### config.mk
export PLATFORM = sky130hd
export DESIGN_NAME = note_to_tone_timer_params_top
export DESIGN_NICKNAME = d
export VERILOG_FILES = /design/src/rtl/core/nttp_pkg.sv /design/src/rtl/core/nttp_cfg.sv /design/src/rtl/core/nttp_front.sv /design/src/rtl/core/nttp_div.sv /design/src/rtl/core/note_to_tone_timer_params_top.sv
export SDC_FILE = /design/constraint.sdc
export NUM_CORES = 2
export LEC_CHECK = 0
export BUFFER_PORTS_ARGS = -buffer_cell sky130_fd_sc_hd__buf_2
export CORE_MARGIN = 3
export CORE_UTILIZATION = 38
export CTS_BUF_LIST = sky130_fd_sc_hd__clkbuf_2 sky130_fd_sc_hd__clkbuf_4 sky130_fd_sc_hd__clkbuf_8
export CTS_CLUSTER_SIZE = 24
export DETAILED_ROUTE_END_ITERATION = 16
export HOLD_SLACK_MARGIN = 0.15
export PLACE_DENSITY = 0.54
export SLEW_MARGIN = 20
export SYNTH_ARGS = -nofsm -noshare
export SYNTH_HDL_FRONTEND = slang
export SYNTH_SLANG_ARGS = --single-unit
### constraint.sdc
create_clock -name clk -period 8.3 [get_ports clk]
set_input_delay 0.415 -clock clk [delete_from_list [all_inputs] [get_ports clk]]
set_output_delay 0.415 -clock clk [all_outputs]
set_load 0.005 [all_outputs]
### src/rtl/core/nttp_pkg.sv
// Package for the note-to-tone timer block: payload words, config codes,
// pipeline structs and the pitch-factor function. No dependencies.
package nttp_pkg;

    // register indexes on the config port
    localparam int CFG_IDX_W = 2;
    localparam int CFG_DATA_W = 16;
    localparam logic [CFG_IDX_W-1:0] REG_TEMPO_SCALE = 2'd0;
    localparam logic [CFG_IDX_W-1:0] REG_TEMPO_OFFSET = 2'd1;
    localparam logic [CFG_IDX_W-1:0] REG_PITCH_SHIFT = 2'd2;

    localparam logic [8:0] SCALE_RESET = 9'd100;
    localparam logic [23:0] FACTOR_UNITY = 24'd1048576;  // 1.0 in Q4.20

    // duration path: x / 100 == (x * RECIP_100) >> 30 for x < 2^23
    localparam logic [23:0] RECIP_100 = 24'd10737419;
    localparam int RECIP_SHIFT = 30;
    localparam logic signed [17:0] MS_MIN = 18'sd10;
    localparam logic signed [17:0] MS_MAX = 18'sd5000;

    // pitch path, Q19.20 products
    localparam logic [38:0] HZ_LO_Q20 = 39'd30 << 20;
    localparam logic [38:0] HZ_HI_Q20 = 39'd20000 << 20;
    localparam logic [38:0] HALF_Q20 = 39'd1 << 19;

    // 1 MHz tick divided by the played frequency
    localparam int DIV_STAGES = 20;
    localparam logic [DIV_STAGES-1:0] TICK_HZ = 20'd1000000;

    localparam logic [31:0] SEMITONE_Q30 [12] = '{
        32'd1073741824, 32'd1137589835, 32'd1205234447, 32'd1276901417,
        32'd1352829926, 32'd1433273380, 32'd1518500250, 32'd1608794974,
        32'd1704458901, 32'd1805811301, 32'd1913190429, 32'd2026954652
    };

    typedef struct packed {
        logic [14:0] note_freq_hz;
        logic [13:0] note_duration_ms;
    } note_in_t;

    typedef struct packed {
        logic        tone_on;
        logic [14:0] played_freq_hz;
        logic [19:0] period_minus_one;
        logic [18:0] compare_value;
        logic [12:0] play_ms;
    } tone_out_t;

    // live configuration seen by the datapath
    typedef struct packed {
        logic [8:0]  tempo_scale;
        logic [15:0] tempo_offset;
        logic [23:0] factor_q20;
        logic        shift_zero;
    } cfg_t;

    // front end -> divider
    typedef struct packed {
        logic        valid;
        logic        tone_on;
        logic [14:0] played;
        logic [12:0] play_ms;
    } front_t;

    // one divider stage
    typedef struct packed {
        logic                  valid;
        logic                  tone_on;
        logic [14:0]           played;
        logic [12:0]           play_ms;
        logic [14:0]           divisor;
        logic [14:0]           rem;
        logic [DIV_STAGES-1:0] quo;
    } div_t;

    // Q4.20 factor 2^(k/12), k clamped to -24..36
    function automatic logic [23:0] factor_q20(input logic [6:0] k_raw);
        logic [6:0]  biased;
        logic [5:0]  i;
        logic [3:0]  j;
        logic [3:0]  s;
        logic [32:0] sum;
        logic [32:0] shifted;
        biased = k_raw + 7'd24;
        if ($signed(k_raw) < -7'sd24) begin
            i = 6'd0;
        end else if ($signed(k_raw) > 7'sd36) begin
            i = 6'd60;
        end else begin
            i = biased[5:0];
        end
        priority if (i < 6'd12) begin
            j = i[3:0];
            s = 4'd12;
        end else if (i < 6'd24) begin
            j = 4'(i - 6'd12);
            s = 4'd11;
        end else if (i < 6'd36) begin
            j = 4'(i - 6'd24);
            s = 4'd10;
        end else if (i < 6'd48) begin
            j = 4'(i - 6'd36);
            s = 4'd9;
        end else if (i < 6'd60) begin
            j = 4'(i - 6'd48);
            s = 4'd8;
        end else begin
            j = 4'd0;
            s = 4'd7;
        end
        sum = {1'b0, SEMITONE_Q30[j]} + (33'd1 << (s - 4'd1));
        shifted = sum >> s;
        return shifted[23:0];
    endfunction

endpackage

### src/rtl/core/nttp_cfg.sv
// Config registers for the note-to-tone block; pitch factor is looked up
// on write and held. Depends on nttp_pkg.
module nttp_cfg
    import nttp_pkg::*;
(
    input  logic                  clk,
    input  logic                  rst_n,
    input  logic                  cfg_we,
    input  logic [CFG_IDX_W-1:0]  cfg_index,
    input  logic [CFG_DATA_W-1:0] cfg_data,
    output cfg_t                  cfg
);

    cfg_t cfg_reg;
    cfg_t cfg_next;

    always_comb
    begin
        cfg_next = cfg_reg;
        if (cfg_we)
        begin
            unique case (cfg_index)
                REG_TEMPO_SCALE:
                begin
                    cfg_next.tempo_scale = cfg_data[8:0];
                end
                REG_TEMPO_OFFSET:
                begin
                    cfg_next.tempo_offset = cfg_data;
                end
                REG_PITCH_SHIFT:
                begin
                    cfg_next.factor_q20 = factor_q20(cfg_data[6:0]);
                    cfg_next.shift_zero = (cfg_data[6:0] == 7'd0);
                end
                default:
                begin
                    cfg_next = cfg_reg;  // unknown index: ignored
                end
            endcase
        end
    end

    always_ff @(posedge clk or negedge rst_n)
    begin
        if (!rst_n)
        begin
            cfg_reg.tempo_scale  <= SCALE_RESET;
            cfg_reg.tempo_offset <= '0;
            cfg_reg.factor_q20   <= FACTOR_UNITY;
            cfg_reg.shift_zero   <= 1'b1;
        end
        else
        begin
            cfg_reg <= cfg_next;
        end
    end

    assign cfg = cfg_reg;

endmodule

### src/rtl/core/nttp_front.sv
// Front end: three stages of duration scaling and pitch transposition.
// Depends on nttp_pkg.
module nttp_front
    import nttp_pkg::*;
(
    input  logic     clk,
    input  logic     rst_n,
    input  logic     in_valid,
    input  note_in_t note,
    input  cfg_t     cfg,
    output front_t   front
);

    // stage 1: both products
    logic        s1_valid_reg;
    logic        s1_rest_reg;
    logic [14:0] s1_freq_reg;
    logic [22:0] s1_dur_prod_reg;
    logic [38:0] s1_freq_prod_reg;

    // stage 2: reciprocal product, played frequency
    logic        s2_valid_reg;
    logic        s2_rest_reg;
    logic [14:0] s2_played_reg;
    logic [46:0] s2_ms_prod_reg;
    logic [14:0] s2_played_next;
    logic [38:0] clamped;
    logic [38:0] rounded;

    // stage 3: offset and clamp
    front_t       s3_reg;
    front_t       s3_next;
    logic [16:0]  ms_quot;
    logic signed [17:0] ms_sum;

    always_ff @(posedge clk or negedge rst_n)
    begin
        if (!rst_n)
        begin
            s1_valid_reg <= 1'b0;
            s2_valid_reg <= 1'b0;
        end
        else
        begin
            s1_valid_reg <= in_valid;
            s2_valid_reg <= s1_valid_reg;
        end
    end

    always_ff @(posedge clk)
    begin
        s1_rest_reg      <= (note.note_freq_hz == 15'd0);
        s1_freq_reg      <= note.note_freq_hz;
        s1_dur_prod_reg  <= 23'(note.note_duration_ms) * 23'(cfg.tempo_scale);
        s1_freq_prod_reg <= 39'(note.note_freq_hz) * 39'(cfg.factor_q20);
    end

    always_comb
    begin
        priority if (s1_freq_prod_reg < HZ_LO_Q20)
        begin
            clamped = HZ_LO_Q20;
        end
        else if (s1_freq_prod_reg > HZ_HI_Q20)
        begin
            clamped = HZ_HI_Q20;
        end
        else
        begin
            clamped = s1_freq_prod_reg;
        end
        rounded = clamped + HALF_Q20;
        if (s1_rest_reg)
        begin
            s2_played_next = 15'd0;
        end
        else if (cfg.shift_zero)
        begin
            s2_played_next = s1_freq_reg;
        end
        else
        begin
            s2_played_next = rounded[34:20];
        end
    end

    always_ff @(posedge clk)
    begin
        s2_rest_reg    <= s1_rest_reg;
        s2_played_reg  <= s2_played_next;
        s2_ms_prod_reg <= 47'(s1_dur_prod_reg) * 47'(RECIP_100);
    end

    always_comb
    begin
        ms_quot = s2_ms_prod_reg[RECIP_SHIFT+16:RECIP_SHIFT];
        ms_sum  = $signed({1'b0, ms_quot})
                + $signed({{2{cfg.tempo_offset[15]}}, cfg.tempo_offset});
        s3_next.valid   = s2_valid_reg;
        s3_next.tone_on = !s2_rest_reg;
        s3_next.played  = s2_played_reg;
        priority if (ms_sum < MS_MIN)
        begin
            s3_next.play_ms = 13'(MS_MIN);
        end
        else if (ms_sum > MS_MAX)
        begin
            s3_next.play_ms = 13'(MS_MAX);
        end
        else
        begin
            s3_next.play_ms = ms_sum[12:0];
        end
    end

    always_ff @(posedge clk or negedge rst_n)
    begin
        if (!rst_n)
        begin
            s3_reg <= '0;
        end
        else
        begin
            s3_reg <= s3_next;
        end
    end

    assign front = s3_reg;

endmodule

### src/rtl/core/nttp_div.sv
// Pipelined restoring divider: 1 MHz tick / played frequency, one quotient
// bit per stage. Depends on nttp_pkg.
module nttp_div
    import nttp_pkg::*;
(
    input  logic   clk,
    input  logic   rst_n,
    input  front_t front,
    output div_t   quot
);

    div_t entry;
    div_t stage_reg  [DIV_STAGES];
    div_t stage_next [DIV_STAGES];

    // rest words divide by one; the result is masked later
    always_comb
    begin
        entry.valid   = front.valid;
        entry.tone_on = front.tone_on;
        entry.played  = front.played;
        entry.play_ms = front.play_ms;
        entry.divisor = front.tone_on ? front.played : 15'd1;
        entry.rem     = '0;
        entry.quo     = '0;
    end

    for (genvar g = 0; g < DIV_STAGES; g++)
    begin : g_stage
        div_t        prev;
        logic [15:0] rem_sh;
        logic [16:0] diff;
        logic        qbit;

        if (g == 0)
        begin : g_first
            assign prev = entry;
        end
        else
        begin : g_rest
            assign prev = stage_reg[g-1];
        end

        always_comb
        begin
            rem_sh = {prev.rem, TICK_HZ[DIV_STAGES-1-g]};
            diff   = {1'b0, rem_sh} - {2'b00, prev.divisor};
            qbit   = !diff[16];
            stage_next[g]     = prev;
            stage_next[g].rem = qbit ? diff[14:0] : rem_sh[14:0];
            stage_next[g].quo = {prev.quo[DIV_STAGES-2:0], qbit};
        end

        always_ff @(posedge clk or negedge rst_n)
        begin
            if (!rst_n)
            begin
                stage_reg[g] <= '0;
            end
            else
            begin
                stage_reg[g] <= stage_next[g];
            end
        end
    end

    assign quot = stage_reg[DIV_STAGES-1];

endmodule

### src/rtl/core/note_to_tone_timer_params_top.sv
// Note to PWM timer settings: top level, depends on nttp_pkg, nttp_cfg,
// nttp_front and nttp_div.
// A word taken with start passes 3 front stages, 20 divider stages and 1 output
// register before it shows on result with done high.
// Throughput: one word per cycle; busy stays low, done pulses one cycle.
// Reset (rst_n, async, low): pipeline emptied, config back to 100 %, 0 ms, 0 st.
module note_to_tone_timer_params_top
    import nttp_pkg::*;
(
    input  logic                  clk,
    input  logic                  rst_n,
    input  logic                  start,
    output logic                  busy,
    input  note_in_t              note,
    output logic                  done,
    output tone_out_t             result,
    input  logic                  cfg_we,
    input  logic [CFG_IDX_W-1:0]  cfg_index,
    input  logic [CFG_DATA_W-1:0] cfg_data
);

    cfg_t      cfg;
    front_t    front;
    div_t      quot;
    logic      done_reg;
    tone_out_t result_reg;
    tone_out_t result_next;

    // fully pipelined, nothing downstream can stall it
    assign busy = 1'b0;

    nttp_cfg u_cfg (
        .clk       (clk),
        .rst_n     (rst_n),
        .cfg_we    (cfg_we),
        .cfg_index (cfg_index),
        .cfg_data  (cfg_data),
        .cfg       (cfg)
    );

    // duration scale/offset/clamp and pitch multiply/clamp/round
    nttp_front u_front (
        .clk      (clk),
        .rst_n    (rst_n),
        .in_valid (start),
        .note     (note),
        .cfg      (cfg),
        .front    (front)
    );

    // ticks = 1e6 / played frequency
    nttp_div u_div (
        .clk   (clk),
        .rst_n (rst_n),
        .front (front),
        .quot  (quot)
    );

    // timer words: reload = ticks - 1, compare = ticks / 2; rests read zero
    always_comb
    begin
        result_next.tone_on = quot.tone_on;
        result_next.play_ms = quot.play_ms;
        if (quot.tone_on)
        begin
            result_next.played_freq_hz   = quot.played;
            result_next.period_minus_one = quot.quo - 20'd1;
            result_next.compare_value    = quot.quo[DIV_STAGES-1:1];
        end
        else
        begin
            result_next.played_freq_hz   = '0;
            result_next.period_minus_one = '0;
            result_next.compare_value    = '0;
        end
    end

    always_ff @(posedge clk or negedge rst_n)
    begin
        if (!rst_n)
        begin
            done_reg <= 1'b0;
        end
        else
        begin
            done_reg <= quot.valid;
        end
    end

    always_ff @(posedge clk)
    begin
        result_reg <= result_next;
    end

    assign done   = done_reg;
    assign result = result_reg;

endmodule
# Word level (Yosys, flattened, before mapping)
# Memory sizes are Yosys's and may differ from the RTL's.
# Index checks and enable logic that the tools add are counted.
# Widths: inputs -> output; s select.
[word_totals] reg_bits=1672 latchBits=0 ramBits=0 romBits=512 inputBits=51 out_inout_bits=70 elab_cells=284 memories=1
[memory_table] name="(name not given)" depth=16 word_bits=32 rd=1 rd_clocked_by_memory_dff=0 write_ports=0 line_no="nttp_pkg.sv:111" source="sum = {1'b0, SEMITONE_Q30[j]} + (33'd1 << (s - 4'd1));"
[classes] n_addsub=30 mul=3 div_mod_pow=0 n_lt_le_gt_ge=12 n_eq_ne=2 shift=2 mux=45 bitwise_logic=1 reduce_logical=27
[ops] cell="$sub 16x15->17" n=19
[ops] cell="$mux 15" n=21
[ops] cell="$mux 35" n=2
[ops] cell="$mux 32" n=2
[ops] cell="$mux 4" n=14
[ops] cell="$mul 23x24->47 const B" n=1
[ops] cell="$gt 39x35->1 const B" n=1
[ops] cell="$lt 39x25->1 const B" n=1
[ops] cell="$mul 15x24->39" n=1
[ops] cell="$add 35x20->35 const B" n=1
[ops] cell="$add 32x33->33" n=1
[ops] cell="$shl 1x4->33 const A" n=1
[ops] cell="$shr 33x4->24" n=1
[ops] cell="$mux 13" n=2
[ops] cell="$mux 6" n=4
[ops] cell="$mul 14x9->23" n=1
[ops] cell="$logic_not 1->1" n=21
[ops] cell="$sub 20x1->20 const B" n=1
[ops] cell="$add 18x16->18" n=1
[ops] cell="$gt 18x14->1 const B" n=1
[ops] cell="$lt 18x5->1 const B" n=1
[ops] cell="$lt 6x6->1 const B" n=3
[ops] cell="$sub 1x15->16 const A" n=1
[ops] cell="$logic_not 15->1" n=1
[ops] cell="15 further kinds" n=19

# Longest topological paths before layout
[logic_depth] word_depth=19 depth_mapped=33 mapped_depth_nobuf=29

# Cells and area by module
# Synthesis repeated with hierarchy kept, for this count alone.
[hier_totals] cells_unflattened=7559 area_unflattened_um2=87886.8
[by_module_without_submodules] mod="nttp_div" n_inst=1 cells_per_inst=3694 area_per_inst_um2=51774.7 seq_area_each_um2=35283.8
[by_module_without_submodules] mod="nttp_front" n_inst=1 cells_per_inst=3073 area_per_inst_um2=29148.0 seq_area_each_um2=3022.9
[by_module_without_submodules] mod="nttp_cfg" n_inst=1 cells_per_inst=610 area_per_inst_um2=4815.9 seq_area_each_um2=1257.5
[by_module_without_submodules] mod="note_to_tone_timer_params_top" n_inst=1 cells_per_inst=182 area_per_inst_um2=2148.3 seq_area_each_um2=1386.3

# Worst setup path before layout
# OpenSTA, ideal clock, no wires.
[synth_path] kind="input-to-reg" startpoint="in note[22] (netlist bit)" endpoint="reg u_front.s1_freq_prod_reg[38]" setup_time_ns=0.072 arrival_time_ns=6.884 required_ns=8.228 path_slack_ns=1.344 stages=25 path_buffers=2 cell_sequence="clkbuf_1 > clkbuf_1 > nand2_1 > fa_1 > fa_1 > inv_1 > fa_1 > fa_1 > inv_1 > fa_1 > inv_1 > fa_1 > ha_1 > a21o_1 > a21o_1 > a21oi_1 > o21ai_0 > a311o_1 > o21a_1 > o21ai_0 > a21oi_1 > o41ai_1 > o2111ai_1 > a21oi_1 > xnor2_1"
[synth_between] elab_chain_len=1
[synth_lines] element="start, declared" line_no="note_to_tone_timer_params_top.sv:14" source="input note_in_t note,"
[synth_lines] element="$mul 15x24->39" line_no="nttp_front.sv:55" source="s1_freq_prod_reg <= 39'(note.note_freq_hz) * 39'(cfg.factor_q20);"
[synth_lines] element="end signal, assigned" line_no="nttp_front.sv:55"
[synth_lines] element="end, declared" line_no="nttp_front.sv:19" source="logic [38:0] s1_freq_prod_reg;"
# No other way between the ends.
# A chain may end at the register's enable or synchronous reset.

# Final worst setup path
[layout_path] startpoint="reg u_cfg.cfg_reg, in the netlist u_cfg.cfg[7]" endpoint="reg u_front.s1_freq_prod_reg[38]"
[layout_between] elab_chain_len=1
[layout_lines] element="start, declared" line_no="nttp_cfg.sv:14" source="cfg_t cfg_reg;"
[layout_lines] element="start signal, assigned" line_no="nttp_cfg.sv:55" source="cfg_reg <= cfg_next;"
[layout_lines] element="$mul 15x24->39" line_no="nttp_front.sv:55"
# No other way between the ends.

==> metrics.md <==
| Metric | Value |
|---|---|
| Status | `finished clean` |
| Die area | `0.226 sq mm` |
| Share of Yosys cell area claimed by the top area cell type | `43.6%` |
| Final Max Tran Viols | `0` |
| Synth area leader | `dfrtp_1` |
| Dominant cells by area after synthesis | `dfrtp_1 (44%), fa_1 (14%), ha_1 (10%), inv_1 (5.1%), dfxtp_1 (4.3%)` |
| Number of buffers created by CTS | `297` |
| Synth Register Bits | `1642` |
| Top FF cell, synth | `dfrtp_1` |
| Die height | `475 um` |
| Antenna violations before repair | `5` |
| Avg Synthesized Cell Area | `11.8 sq um` |
| Post-DP HPWL | `125 mm` |
| Global-route usage over all layers | `15.4%` |
| CTS Sinks | `1642` |
| Root Driver | `clkbuf_8` |
| Worst-Skew Late Latency | `1.01 ns` |
| CTS max path bufs | `4` |
| Post-route ant nets | `0` |
| Overflow left after global routing | `0` |
| Die Span X | `475 um` |
| Cell chain of the critical path | `nand2_1 -> fa_1 -> inv_1 -> fa_1 -> fa_1 -> fa_1 -> inv_1 -> fa_1 -> inv_1 -> fa_1 -> ha_1 -> a21o_1 -> a21o_1 -> a21oi_1 -> o21ai_0 -> a311o_1 -> o21a_1 -> o21ai_0 -> a21oi_1 -> o41ai_1 -> o2111ai_1 -> a21oi_1 -> xnor2_1` |
| Area after DPL | `0.0878 sq mm` |
| Vias in the first global route | `54200` |
| Number of flip-flops in the largest register | `1330` |
| Post-CTS resize count | `0` |
| Buf/Inv on CP | `3` |
| Slew @ Worst Pin | `0.927 ns` |
| Setup crit end kind | `flop` |
| Global-route wire length before repair | `281 mm` |
| Kind of cell adding the most delay to the critical path | `adder cells` |
| Register area | `0.0402 sq mm` |
| Pre-antenna DRT Iters | `7` |
| RD Place Congestion | `0.884` |
| Setup-failing EPs final | `0` |
| Number of synthesized flops with an enable pin | `0` |
| CP most frequent cell | `fa_1` |
| Period utilization | `91.8%` |
| Most frequent cells in the layout | `dfrtp_1 (1458), inv_1 (1135), ha_1 (696)` |
| H-Tree Level Count | `5` |
| Area of the multi-input gates | `0.0386 sq mm` |
| CP max stage delay | `0.70 ns` |
| Seq/Total Area, Yosys | `48.1%` |
| Reg clk slew, reported paths | `0.06 ns` |
| CP startpoint kind | `flop` |
| Max_slew headroom | `37.9%` |
| F_max | `0.131 GHz` |
| # rows | `171` |
| Ratio of cells with drive above 1 in the final layout | `12.5%` |
| Core area | `0.218 sq mm` |
| Wirelength, routed | `168 mm` |
| Nets | `8832` |
| Worst clock skew | `0.113 ns` |
| Worst setup path class | `reg -> reg` |
| Critical path fanouts, max | `13` |
| Largest net degree at the start of global routing | `176` |
| Fin Setup TNS | `0 ns` |
| Top Ports | `121` |
| Commonest non-fill, non-tap cell in the layout | `dfrtp_1` |
| Distinct cells, synth | `91` |
| Post-CTS Setup Bufs | `0` |
| Synth-to-Final Area Change | `12.9%` |
| # fillers | `20300` |
| DRC Markers | `0` |
| PortBufs | `119` |
| Max_cap viols | `0` |
| CP required | `9.17 ns` |
| Design Area, Final | `0.0944 sq mm` |
| Wire length per cell | `16.0 um` |
| Post-Route Hold Slack | `0.246 ns` |
| Drt via density | `4.70` |
| CTS tree | `yes` |
| CP arrival | `8.49 ns` |
| Syn. warnings | `0` |
| Crit path time final | `7.62 ns` |
| Drt initial violations | `2178` |
| Starting density of the core | `38.4%` |
| Fraction of registers with async set/reset | `89.1%` |
| Total number of vias | `49600` |
| Syn Inst Count | `7104` |
| Post-Syn Area | `0.0836 sq mm` |
| Worst Hold Class | `in -> async` |
| RSZ-0062 raised after global routing | `no` |
| Final Hold Fails | `0` |
| Critical Path Slowest Stage Cell | `dfrtp_1` |
## stage by stage
stage / instances / worst slack (ns) / util [%]
2_1_floorplan: 7120 / 1.34 / -
3_3_place_gp: 10000 / 0.578 / 40.3
3_5_place_dp: 10000 / 0.600 / 40.3
4_1_cts: 10600 / 0.619 / 43.3
5_1_grt: 10600 / 0.121 / 43.3
6_report: 10600 / 0.680 / 43.3
## logic make-up after synthesis
| kind of cell | Yosys count | synth area share [%] |
|---|---|---|
| muxes | 275 | 3.65 |
| other | 2 | 0.00898 |
| buffers and inverters | 1290 | 5.82 |
| and+or+nand+nor | 1533 | 8.91 |
| AOI/OAI and AO/OA | 821 | 6.39 |
| adders and majority gates | 1282 | 24.4 |
| xor gates and xnor gates | 259 | 2.71 |
| DFF | 1642 | 48.1 |
## tightest hold or removal path: stages
cell           delay [ns]
dlygate4sd3_1        0.60
buf_12               0.19
buf_16               0.45
## layout make-up
class	count	area share, %
Sequential cell	1642	42.6
Multi-Input combinational cell	4188	40.9
Clock buffer	464	6.10
Inverter	1139	4.53
Tap cell	2854	3.78
Timing Repair Buffer	231	1.78
Clock inverter	35	0.334
Antenna cell	2	0.00530
## timing repair
action	CTS	global route
endpoints found under the setup margin	0	0
hold endpoints to repair	516	4
hold buffers	51	1
## cells in the mapped netlist, types with 46 or more instances
cell type and n:
xnor2_1 190, a21boi_0 75, o21a_1 46, and2_1 303, ha_1 696, clkbuf_1 132
a21oi_1 170, inv_1 1135, nand2_1 480, nor3_1 94, o21ai_0 234, nor2b_1 88
xor2_1 69, dfrtp_1 1458, mux2_2 234, nor2_1 339, dfxtp_1 179, fa_1 586
a21o_1 54
## worst paths after layout
path | cells after the start | start | slack [ns] | end
max | 23 | u_cfg.cfg[7] | 0.68 | u_front.s1_freq_prod_reg[38]
min | 3 | rst_n | 0.25 | u_div.quot[54]
max reg2reg | 23 | u_cfg.cfg[7] | 0.68 | u_front.s1_freq_prod_reg[38]
min reg2reg | 0 | u_div.g_stage[16].prev[74] | 0.28 | u_div.g_stage[17].prev[74]
max in group asynchronous | 4 | rst_n | 6.63 | u_div.g_stage[16].prev[14]
min in group clk | 0 | u_div.g_stage[16].prev[74] | 0.28 | u_div.g_stage[17].prev[74]
## routing by layer
metal / up-vias / global-route usage, % / share of wire, %
met5: - / 0 / 0.016
met4: 4 / 4.28 / 1.8
met3: 238 / 3.11 / 4.7
met2: 901 / 26.9 / 50
met1: 24900 / 19.4 / 43
li1: 23600 / - / -
Power is not shown: default switching activity piles up to over one toggle a cycle in this logic, so the estimate is an artifact.
